==> config.mk <==
export PLATFORM = sky130hd
export DESIGN_NAME = rwcs_queue
export DESIGN_NICKNAME = d
export VERILOG_FILES = /design/src/rtl/core/rwcs_pkg.sv /design/src/rtl/core/rwcs_queue.sv
export SDC_FILE = /design/constraint.sdc
export NUM_CORES = 1
export LEC_CHECK = 0
export ABC_AREA = 1
export BUFFER_PORTS_ARGS = -buffer_cell sky130_fd_sc_hd__buf_2
export CORE_ASPECT_RATIO = 1.4
export CORE_UTILIZATION = 55
export DETAILED_ROUTE_END_ITERATION = 12
export GPL_ROUTABILITY_DRIVEN = 0
export PLACE_DENSITY = 0.77
export SLEW_MARGIN = 10
export SYNTH_ARGS = -nofsm -noshare
export SYNTH_HDL_FRONTEND = slang
export SYNTH_SLANG_ARGS = --single-unit
==> constraint.sdc <==
create_clock -name i_clk -period 3.05 [get_ports i_clk]
set_clock_uncertainty 0.2 [all_clocks]
set_input_delay 0.305 -clock i_clk [delete_from_list [all_inputs] [get_ports i_clk]]
set_output_delay 0.305 -clock i_clk [all_outputs]
set_load 0.005 [all_outputs]
==> src/rtl/core/rwcs_pkg.sv <==
// shared types, field widths, register codes and constants for the wall column setup
package rwcs_pkg;

    localparam int ANGLE_BITS_DEF    = 12;
    localparam int FRACTION_BITS_DEF = 8;
    localparam int QUEUE_DEPTH_DEF   = 4;

    localparam int ANGLE_W   = 12;
    localparam int DIST_W    = 16;
    localparam int IMPACT_W  = 16;
    localparam int WSIDE_W   = 3;
    localparam int H_W       = 12;
    localparam int TILT_W    = 12;
    localparam int TEX_W     = 11;
    localparam int SEL_W     = 2;
    localparam int ROW_W     = 12;
    localparam int HW_W      = 16;
    localparam int COL_W     = 10;
    localparam int TR_W      = 15;
    localparam int STEP_W    = 27;
    localparam int FOG_W     = 9;
    localparam int CFG_IDX_W = 3;
    localparam int CFG_DAT_W = 12;

    localparam logic [CFG_IDX_W-1:0] REG_SCREEN_HEIGHT  = 3'd0;
    localparam logic [CFG_IDX_W-1:0] REG_TILT_OFFSET    = 3'd1;
    localparam logic [CFG_IDX_W-1:0] REG_NIGHT_MODE     = 3'd2;
    localparam logic [CFG_IDX_W-1:0] REG_TEXTURE_WIDTH  = 3'd3;
    localparam logic [CFG_IDX_W-1:0] REG_TEXTURE_HEIGHT = 3'd4;

    localparam logic [WSIDE_W-1:0] SIDE_EAST = 3'd1;
    localparam logic [WSIDE_W-1:0] SIDE_WEST = 3'd4;

    // cosine polynomial coefficients, Q16
    localparam logic [16:0] COS_C2  = 17'd80852;
    localparam logic [14:0] COS_C4  = 15'd16625;
    localparam logic [10:0] COS_C6  = 11'd1367;
    localparam logic [6:0]  COS_C8  = 7'd60;
    localparam logic [16:0] COS_ONE = 17'd65536;

    localparam logic [HW_W-1:0]   HW_MAX   = 16'hFFFF;
    localparam logic [TR_W-1:0]   TR_MAX   = 15'h7FFF;
    localparam logic [STEP_W-1:0] STEP_MAX = 27'd67108864;
    localparam logic [FOG_W-1:0]  FOG_MAX  = 9'd256;
    localparam logic [COL_W-1:0]  COL_MAX  = 10'd1023;
    localparam int FOG_K_H  = 3328;
    localparam int FOG_K_HW = 89600;

    typedef struct packed {
        logic             draw;
        logic [SEL_W-1:0] tsel;
        logic [COL_W-1:0] col;
    } t_tag;

    typedef struct packed {
        logic [H_W-1:0]           screen_height;
        logic signed [TILT_W-1:0] tilt;
        logic                     night;
        logic [TEX_W-1:0]         tex_w;
        logic [TEX_W-1:0]         tex_h;
    } t_cfg;

endpackage

==> src/rtl/core/rwcs_queue.sv <==
// small register queue between the front classifier and the back pipeline
module rwcs_queue
    import rwcs_pkg::*;
#(
    parameter int DEPTH  = QUEUE_DEPTH_DEF,
    parameter int DATA_W = 8
) (
    input  logic              i_clk,
    input  logic              i_rst_n,
    input  logic              i_push,
    input  logic [DATA_W-1:0] i_data,
    input  logic              i_pop,
    output logic [DATA_W-1:0] o_data,
    output logic              o_full,
    output logic              o_empty
);

    localparam int AW = $clog2(DEPTH);

    logic [DATA_W-1:0] r_mem [DEPTH];
    logic [AW-1:0]     r_wr_ptr;
    logic [AW-1:0]     r_rd_ptr;
    logic [AW:0]       r_count;

    always_ff @(posedge i_clk) begin
        if (i_push) begin
            r_mem[r_wr_ptr] <= i_data;
        end
    end

    always_ff @(posedge i_clk) begin
        if (!i_rst_n) begin
            r_wr_ptr <= '0;
            r_rd_ptr <= '0;
            r_count  <= '0;
        end else begin
            if (i_push) begin
                r_wr_ptr <= r_wr_ptr + 1'b1;
            end
            if (i_pop) begin
                r_rd_ptr <= r_rd_ptr + 1'b1;
            end
            if (i_push && !i_pop) begin
                r_count <= r_count + 1'b1;
            end else if (!i_push && i_pop) begin
                r_count <= r_count - 1'b1;
            end
        end
    end

    assign o_data  = r_mem[r_rd_ptr];
    assign o_full  = (r_count == (AW+1)'(DEPTH));
    assign o_empty = (r_count == '0);

endmodule

==> impl_metrics.toml <==
[critical_path]
cp_capture_type = "primary output"
cp_data_required_time_ps = 2540
cp_max_fanout = 17
setup.worst_path.class = "reg2out"
cp.arrival_ps = 1680
crit_path_start_kind = "register"

[clock_tree]
max-clock-path-buffers = 2
cts-htree-levels = 2
clock_pin_slew_on_the_worst_setup_and_hold_paths_ps = 80
clock_sink_count = 41
clock_latency_ps = 290
cts_hold_repair.buffers = 0
cts_root_buf = "clkbuf_8"
cts.repair_timing.setup_buffer_count = 0
number_of_clock_buffers_inserted_by_tritoncts = 5
post_cts.resized_instances = 0
tritoncts_clock_tree = "built"

[timing]
slew_violations = 0
max_freq_mhz = 457
finalSetupViolCount = 0
tightest_slew_ps = 541
grt_setup_unrepaired = "no"
post-route-min-period_ps = 2190
fin_ws_ps = 863
setup_tns_ps = 0
fin_crit_sh_pct = 71.7
relSlewSlack_pct = 63.9
timing_hold_violations_final = 0

[yosys]
mapped_avg_cell_area_um2 = 12.2
yosysMostFrequentCell = "edfxtp_1"
synthDominantAreaCellType = "edfxtp_1"
synthCells = 134
synth.top_cell.area_share_pct = 58.6
ys_ff_latch = 41
ys_types = 18
synth_edf_count = 32
ys_dominant_reg_cell = "edfxtp_1"
synth_seq_area_share_pct = 69.6
synth.area.top_cells = "edfxtp_1 (59%), dfxtp_1 (11%), o21ai_0 (5.5%), nor2_1 (4.1%), ha_1 (3.8%)"
async_flop_share_pct = 0
ys_warn_count = 0
synthesized_net_count = 152
synth_area_mm2 = 0.00164
synthTopCellsByCount = "edfxtp_1 (32), nor2_1 (18), o21ai_0 (18)"

[floorplan]
floorplan.die.width_um = 48.1
dieHeight_um = 66.6
initial_core_util_pct = 57.5
coreArea_mm2 = 0.00285
die_area_mm2 = 0.00321
io-pin-count = 22
rows = 23

[finish]
layout.filler_cells = 212
num_antenna_cells = 0
flow.area_growth_from_synthesis_pct = 14.6
layout-drive-gt1-share_pct = 21.7
fin_nets = 178

[detailed_routing]
antenna_violating_nets_post_route = 0
avgRoutedWirePerCell_um = 13.2
drc = 0
drt-pass1-iter-count = 4
totalWireLength_um = 2610
drt_iter0_markers = 49
routed-via-count = 1022
detail_route.vias_per_cell = 5.16

[run_status]
outcome = "finished clean"

[grt]
track_usage_pct = 19.6
first_pass_grt_wire_length_um = 4010
maximum_number_of_pins_on_one_net_before_global_route_repair = 18
vias_in_the_first_global_route = 977
antenna_violations_before_repair = 0
grt_overflow = 0

[flow_run]
drv.max_cap_violation_count = 0

[min_path]
worst_hold_path_type = "in2reg"

[placement]
pre_cts_ws_ps = 1180
io_buffers = 21
dp.final_hpwl_um = 1790

[pwr]
power.density_mw_per_mm2 = 616
cellLeakagePower_nw = 0.753
worst_ir_drop_vdd_uv = 369
worst max-delay path, stage by stage (launching register included):
cell and delay (ps):
dfxtp_1 670, inv_2 270, o21ai_0 240, o22ai_1 80, buf_2 130
layout by cell type (no fill, tap or decap), drive strengths merged:
cell type   n
edfxtp     32
o21ai      22
buf        21
nor2       21
inv        17
nand2       9
dfxtp       9
o22ai       8
clkbuf      6
ha          5
a21oi       4
nor3        2
nand3       1
nand4       1
fa          1
clkinvlp    1
clkinv      1
cell families (layout without fill, tap and decap cells):
group	Yosys count	after routing	synth area share, %
simple gates	34	34	8.63
fa+ha+maj	6	6	5.04
flops	41	41	69.6
buf+inv	19	46	5.27
compound gates	34	34	11.5
flip-flops by register name, summed over array words and instances, names as in the netlist, named ones only:
| register | cells |
|---|---|
| r_wr_ptr | 2 |
| r_mem | 32 |
| r_rd_ptr | 2 |
| r_count | 3 |
cell type report:
cell class,count,area [um^2],share of cell area [%]
sequential,41,1140,60.8
multi-input combinational,74,412,21.9
clock inverter,2,16.3,0.866
clock buffer,6,93.8,5.00
timing repair buffer,21,105,5.60
inverter,17,63.8,3.40
tap,37,46.3,2.47
where the power goes:
group	switching, mW	internal (mW)
combinational	0.0667	0.0455
sequential	0.0189	0.632
clock	0.182	0.212
per-layer routing:
metal | track usage, % | vias up | routed length (um)
met5 | 0 | - | 0
met4 | 15.3 | 0 | 70
met3 | 4.07 | 8 | 93
met2 | 34.1 | 23 | 1440
met1 | 18.1 | 472 | 1010
li1 | - | 519 | -
worst paths after layout:
check / start / to / slack (ps) / cells past startpoint
worst min register to register: r_rd_ptr[1] / register / 250 / 1
worst min-delay path: i_data[0] / r_mem[3][0] / 20 / 1
worst max register to register: r_wr_ptr[0] / r_mem[0][6] / 1590 / 4
worst max-delay path: register / o_data[5] / 860 / 4
metrics by stage:
stage	instances	hold WS, ps	power, mW	util [%]	cell area, um^2
finish	198	19.6	1.16	65.9	1880
global placement	190	226	0.768	62.1	1770
CTS	198	10.5	1.16	65.9	1880
global route	198	13.1	1.20	65.9	1880
floorplan	134	204	0.731	-	1640
detailed placement	190	233	0.777	62.1	1770
(Power assumes the default switching activity.)
