==> config.mk <==
export PLATFORM = sky130hd
export DESIGN_NAME = rwcs_front
export DESIGN_NICKNAME = d
export VERILOG_FILES = /design/src/rtl/core/rwcs_pkg.sv /design/src/rtl/core/rwcs_front.sv
export SDC_FILE = /design/constraint.sdc
export NUM_CORES = 1
export LEC_CHECK = 0
export ABC_AREA = 0
export BUFFER_PORTS_ARGS = -buffer_cell sky130_fd_sc_hd__buf_2
export CORE_MARGIN = 1
export CORE_UTILIZATION = 54
export DETAILED_ROUTE_END_ITERATION = 7
export GPL_ROUTABILITY_DRIVEN = 0
export PLACE_DENSITY_LB_ADDON = 0.2
export SYNTH_ARGS = -nofsm -noshare
export SYNTH_HDL_FRONTEND = slang
export SYNTH_SLANG_ARGS = --single-unit
==> constraint.sdc <==
create_clock -name vclk -period 12.6
set_input_delay 2.52 -clock vclk [all_inputs]
set_output_delay 2.52 -clock vclk [all_outputs]
set_load 0.01 [all_outputs]
==> src/rtl/core/rwcs_pkg.sv <==
// shared types, field widths, register codes and constants for the wall column setup
package rwcs_pkg;

    localparam int ANGLE_BITS_DEF    = 12;
    localparam int FRACTION_BITS_DEF = 8;
    localparam int QUEUE_DEPTH_DEF   = 4;

    localparam int ANGLE_W   = 12;
    localparam int DIST_W    = 16;
    localparam int IMPACT_W  = 16;
    localparam int WSIDE_W   = 3;
    localparam int H_W       = 12;
    localparam int TILT_W    = 12;
    localparam int TEX_W     = 11;
    localparam int SEL_W     = 2;
    localparam int ROW_W     = 12;
    localparam int HW_W      = 16;
    localparam int COL_W     = 10;
    localparam int TR_W      = 15;
    localparam int STEP_W    = 27;
    localparam int FOG_W     = 9;
    localparam int CFG_IDX_W = 3;
    localparam int CFG_DAT_W = 12;

    localparam logic [CFG_IDX_W-1:0] REG_SCREEN_HEIGHT  = 3'd0;
    localparam logic [CFG_IDX_W-1:0] REG_TILT_OFFSET    = 3'd1;
    localparam logic [CFG_IDX_W-1:0] REG_NIGHT_MODE     = 3'd2;
    localparam logic [CFG_IDX_W-1:0] REG_TEXTURE_WIDTH  = 3'd3;
    localparam logic [CFG_IDX_W-1:0] REG_TEXTURE_HEIGHT = 3'd4;

    localparam logic [WSIDE_W-1:0] SIDE_EAST = 3'd1;
    localparam logic [WSIDE_W-1:0] SIDE_WEST = 3'd4;

    // cosine polynomial coefficients, Q16
    localparam logic [16:0] COS_C2  = 17'd80852;
    localparam logic [14:0] COS_C4  = 15'd16625;
    localparam logic [10:0] COS_C6  = 11'd1367;
    localparam logic [6:0]  COS_C8  = 7'd60;
    localparam logic [16:0] COS_ONE = 17'd65536;

    localparam logic [HW_W-1:0]   HW_MAX   = 16'hFFFF;
    localparam logic [TR_W-1:0]   TR_MAX   = 15'h7FFF;
    localparam logic [STEP_W-1:0] STEP_MAX = 27'd67108864;
    localparam logic [FOG_W-1:0]  FOG_MAX  = 9'd256;
    localparam logic [COL_W-1:0]  COL_MAX  = 10'd1023;
    localparam int FOG_K_H  = 3328;
    localparam int FOG_K_HW = 89600;

    typedef struct packed {
        logic             draw;
        logic [SEL_W-1:0] tsel;
        logic [COL_W-1:0] col;
    } t_tag;

    typedef struct packed {
        logic [H_W-1:0]           screen_height;
        logic signed [TILT_W-1:0] tilt;
        logic                     night;
        logic [TEX_W-1:0]         tex_w;
        logic [TEX_W-1:0]         tex_h;
    } t_cfg;

endpackage

==> src/rtl/core/rwcs_front.sv <==
// front: classifies a ray, folds the angle and works out the texture column
module rwcs_front
    import rwcs_pkg::*;
#(
    parameter int ANGLE_BITS    = ANGLE_BITS_DEF,
    parameter int FRACTION_BITS = FRACTION_BITS_DEF
) (
    input  logic [ANGLE_W-1:0]    i_angle_diff,
    input  logic [IMPACT_W-1:0]   i_impact_x,
    input  logic [IMPACT_W-1:0]   i_impact_y,
    input  logic [WSIDE_W-1:0]    i_wall_side,
    input  logic [TEX_W-1:0]      i_tex_w,
    output t_tag                  o_tag,
    output logic [ANGLE_BITS-3:0] o_mag
);

    localparam int FB = FRACTION_BITS;
    localparam int PW = FB + 12;

    logic [15:0]            a16;
    logic [ANGLE_BITS-1:0]  a;
    logic [ANGLE_BITS-1:0]  mag;
    logic                   side_ok;
    logic                   in_front;
    logic [FB:0]            fsum;
    logic [PW-1:0]          prod;
    logic [11:0]            col_raw;
    logic [11:0]            col_lim;
    logic [11:0]            col_sat;

    always_comb begin
        a16      = {{(16-ANGLE_W){1'b0}}, i_angle_diff};
        a        = a16[ANGLE_BITS-1:0];
        mag      = a[ANGLE_BITS-1] ? (~a + 1'b1) : a;
        side_ok  = (i_wall_side >= SIDE_EAST) && (i_wall_side <= SIDE_WEST);
        // a quarter turn or more is behind the view plane
        in_front = (mag[ANGLE_BITS-1:ANGLE_BITS-2] == 2'b00);

        fsum    = {1'b0, i_impact_x[FB-1:0]} + {1'b0, i_impact_y[FB-1:0]};
        prod    = PW'(fsum) * PW'(i_tex_w);
        col_raw = prod[PW-1:FB];
        col_lim = {1'b0, i_tex_w} - 12'd1;
        if (i_tex_w == '0) begin
            col_sat = '0;
        end else if (col_raw > col_lim) begin
            col_sat = col_lim;
        end else begin
            col_sat = col_raw;
        end

        o_tag.draw = side_ok && in_front;
        o_tag.tsel = SEL_W'(i_wall_side - SIDE_EAST);
        o_tag.col  = (col_sat > 12'(COL_MAX)) ? COL_MAX : col_sat[COL_W-1:0];
        o_mag      = mag[ANGLE_BITS-3:0];
    end

endmodule

==> run_results.csv <==
group,metric,value,unit
routing,initialDrtViolationCount,131,
synthesis,syn_area,0.00421,mm2
routing,post_drt_wl_per_cell,13.6,um
sta,relSlewSlack,0.439,
global_routing,use_met3,0.00592,
die,rows,31,
synthesis,yosysWarnings,0,
sta,finalCritPeriodShare,0.974,
routing,ant_nets,0,
die,die_x,90.2,um
die,ios,81,
final_layout,nFillCells,605,
routing,vias_per_cell,5.30,
critical_path,critPathMaxFanout,6,
place,dp_slack,-0.497,ns
sta,drv_slew,0,
synthesis,synth_top_family_by_area,"adder cells",
global_routing,busiest_layer,"met2",
die,die-area,0.00814,mm2
global_routing,grt_usage,0.243,
critical_path,path_buf_inv,7,
routing,vias,3792,
die,fp.dieH,90.2,um
final_layout,antenna_cells,0,
final_layout,seq_cells,0,
place,io_buffers,65,
synthesis,synth_compound_area_frac,0.110,
synthesis,synthCells,531,
die,start_util,0.568,
routing,drt_wl_total,9.69,mm
run,max_cap_viol_count,0,
synthesis,synth_fp_nets,713,
sta,layout_min_cycle_time,12.27,ns
routing,first_pass_iters,4,
place,place_area,0.00484,mm2
critical_path,crit_arrival,9.75,ns
critical_path,max_stage_delay,0.51,ns
final_layout,area_growth_syn_to_layout,23.8,%
global_routing,grt_pass1_vias,3849,
worst_hold_path,min_from,"i_angle_diff[0]",
sta,hold_violations,0,
synthesis,synthAdderAreaFrac,0.483,
critical_path,crit_top_cell,"fa_1",
worst_hold_path,hold_class,"in2out",
die,core-area,0.00741,mm2
final_layout,register_area,0,um2
synthesis,ys_seq_area_frac,0,
critical_path,worstSetupPathType,"in2out",
place,dp_hpwl,7.76,mm
critical_path,end_kind,"primary output",
global_routing,grt_pass1_wl,16.7,mm
global_routing,antenna_found_initial,0,
final_layout,final_area,0.00521,mm2
critical_path,crit_family,"adder cells",
critical_path,cp_data_required_time,10.08,ns
sta,setup_viol,0,
final_layout,fin_util,0.703,
synthesis,yosys-mux-area-fraction,0,
global_routing,grt_start_max_net_pins,15,
sta,tightest_slew,0.838,ns
final_layout,design.final.nets,800,
routing,drc_errors,0,
sta,max_freq,0.0815,GHz
synthesis,yosys.area_share.simple,0.230,
critical_path,crit_path_start,"i_impact_x[0]",
worst_hold_path,worstHoldPathCells,2,
final_layout,nClkBuffers,0,
critical_path,cp-start-kind,"input port",
synthesis,synth_xor_xnor_area_share,0.0666,
global_routing,grt_use_met2,0.453,
outcome,outcome,"completed",
sta,layout_setup_ws,0.327,ns
global_routing,gr-total-overflow,0,
final_layout,drive_gt1_frac,0.261,
worst_hold_path,holdPathEnd,"o_mag[0]",
critical_path,cpMaxStageDelayCell,"fa_1",
synthesis,syn_area_per_cell,7.92,um2
synthesis,ys_types,42,
global_routing,met1_usage,0.330,
[cell usage in the layout (no fill, tap or decap), types with 5 or more instances in the layout]
master,n
inv_1,97
buf_2,65
fa_1,63
and2_1,55
ha_1,53
nand2_1,46
buf_4,41
xnor2_1,21
a21oi_1,17
nor2_1,15
nand2b_1,14
o21ai_0,10
a21o_1,7
and2_4,7
nor3_1,7
xor2_1,7
a21oi_2,6
nand4_1,6
o31ai_1,6
ha_4,6
o21ai_1,5
[worst max-delay path by stage]
stage	end	slack [ns]	depth (start not counted)
CTS	o_tag[8]	0.005	37
global route	o_tag[8]	-0.04	36
floorplan	o_tag[3]	0.16	34
detailed placement	o_tag[4]	-0.50	35
global placement	o_tag[4]	-0.43	35
finish	o_tag[8]	0.33	36
[layer usage]
metal  part of all wire  vias to the layer above
li1                   -                     1858
met1               0.46                     1859
met2               0.50                       67
met3              0.033                        8
met4             0.0061                        0
met5                  0                        -
[logic make-up after synthesis]
logic type | Yosys count
simple gates | 181
compound gates | 72
buf+inv | 122
fa+ha+maj | 124
xor+xnor | 32
[area by class of cell]
class,count,area [um2],area share
inverters,99,372,0.0714
well taps,99,124,0.0238
repair buffers,107,653,0.125
multi-input cells,410,4060,0.779
[through the flow]
step / TNS (ns) / hold slack, ns / cells
finish: 0 / 5.26 / 715
global route: -0.0674 / 5.27 / 715
CTS: 0 / 5.26 / 710
detailed placement: -4.34 / 5.26 / 707
global placement: -3.54 / 5.26 / 707
floorplan: 0 / 5.09 / 531
[cell usage after synthesis (all sizes together), types with 8 or more instances]
library cell / n / area share
a21oi: 25 / 0.031
fa: 64 / 0.30
inv: 99 / 0.088
clkbuf: 19 / 0.017
xor2: 9 / 0.019
nand2b: 14 / 0.021
ha: 60 / 0.18
a21o: 8 / 0.014
nor2: 19 / 0.017
and2: 62 / 0.092
xnor2: 23 / 0.048
nand2: 48 / 0.043
o21ai: 18 / 0.021
[timing repair]
item	CTS	global route
hold buffers	0	0
setup endpoints to repair	10	10
buffers inserted	2	5
pin swaps	9	34
gates cloned	1	0
gates resized for setup	15	50
Power is not shown: default switching activity piles up to over one toggle a cycle in this logic, so the estimate is an artifact.
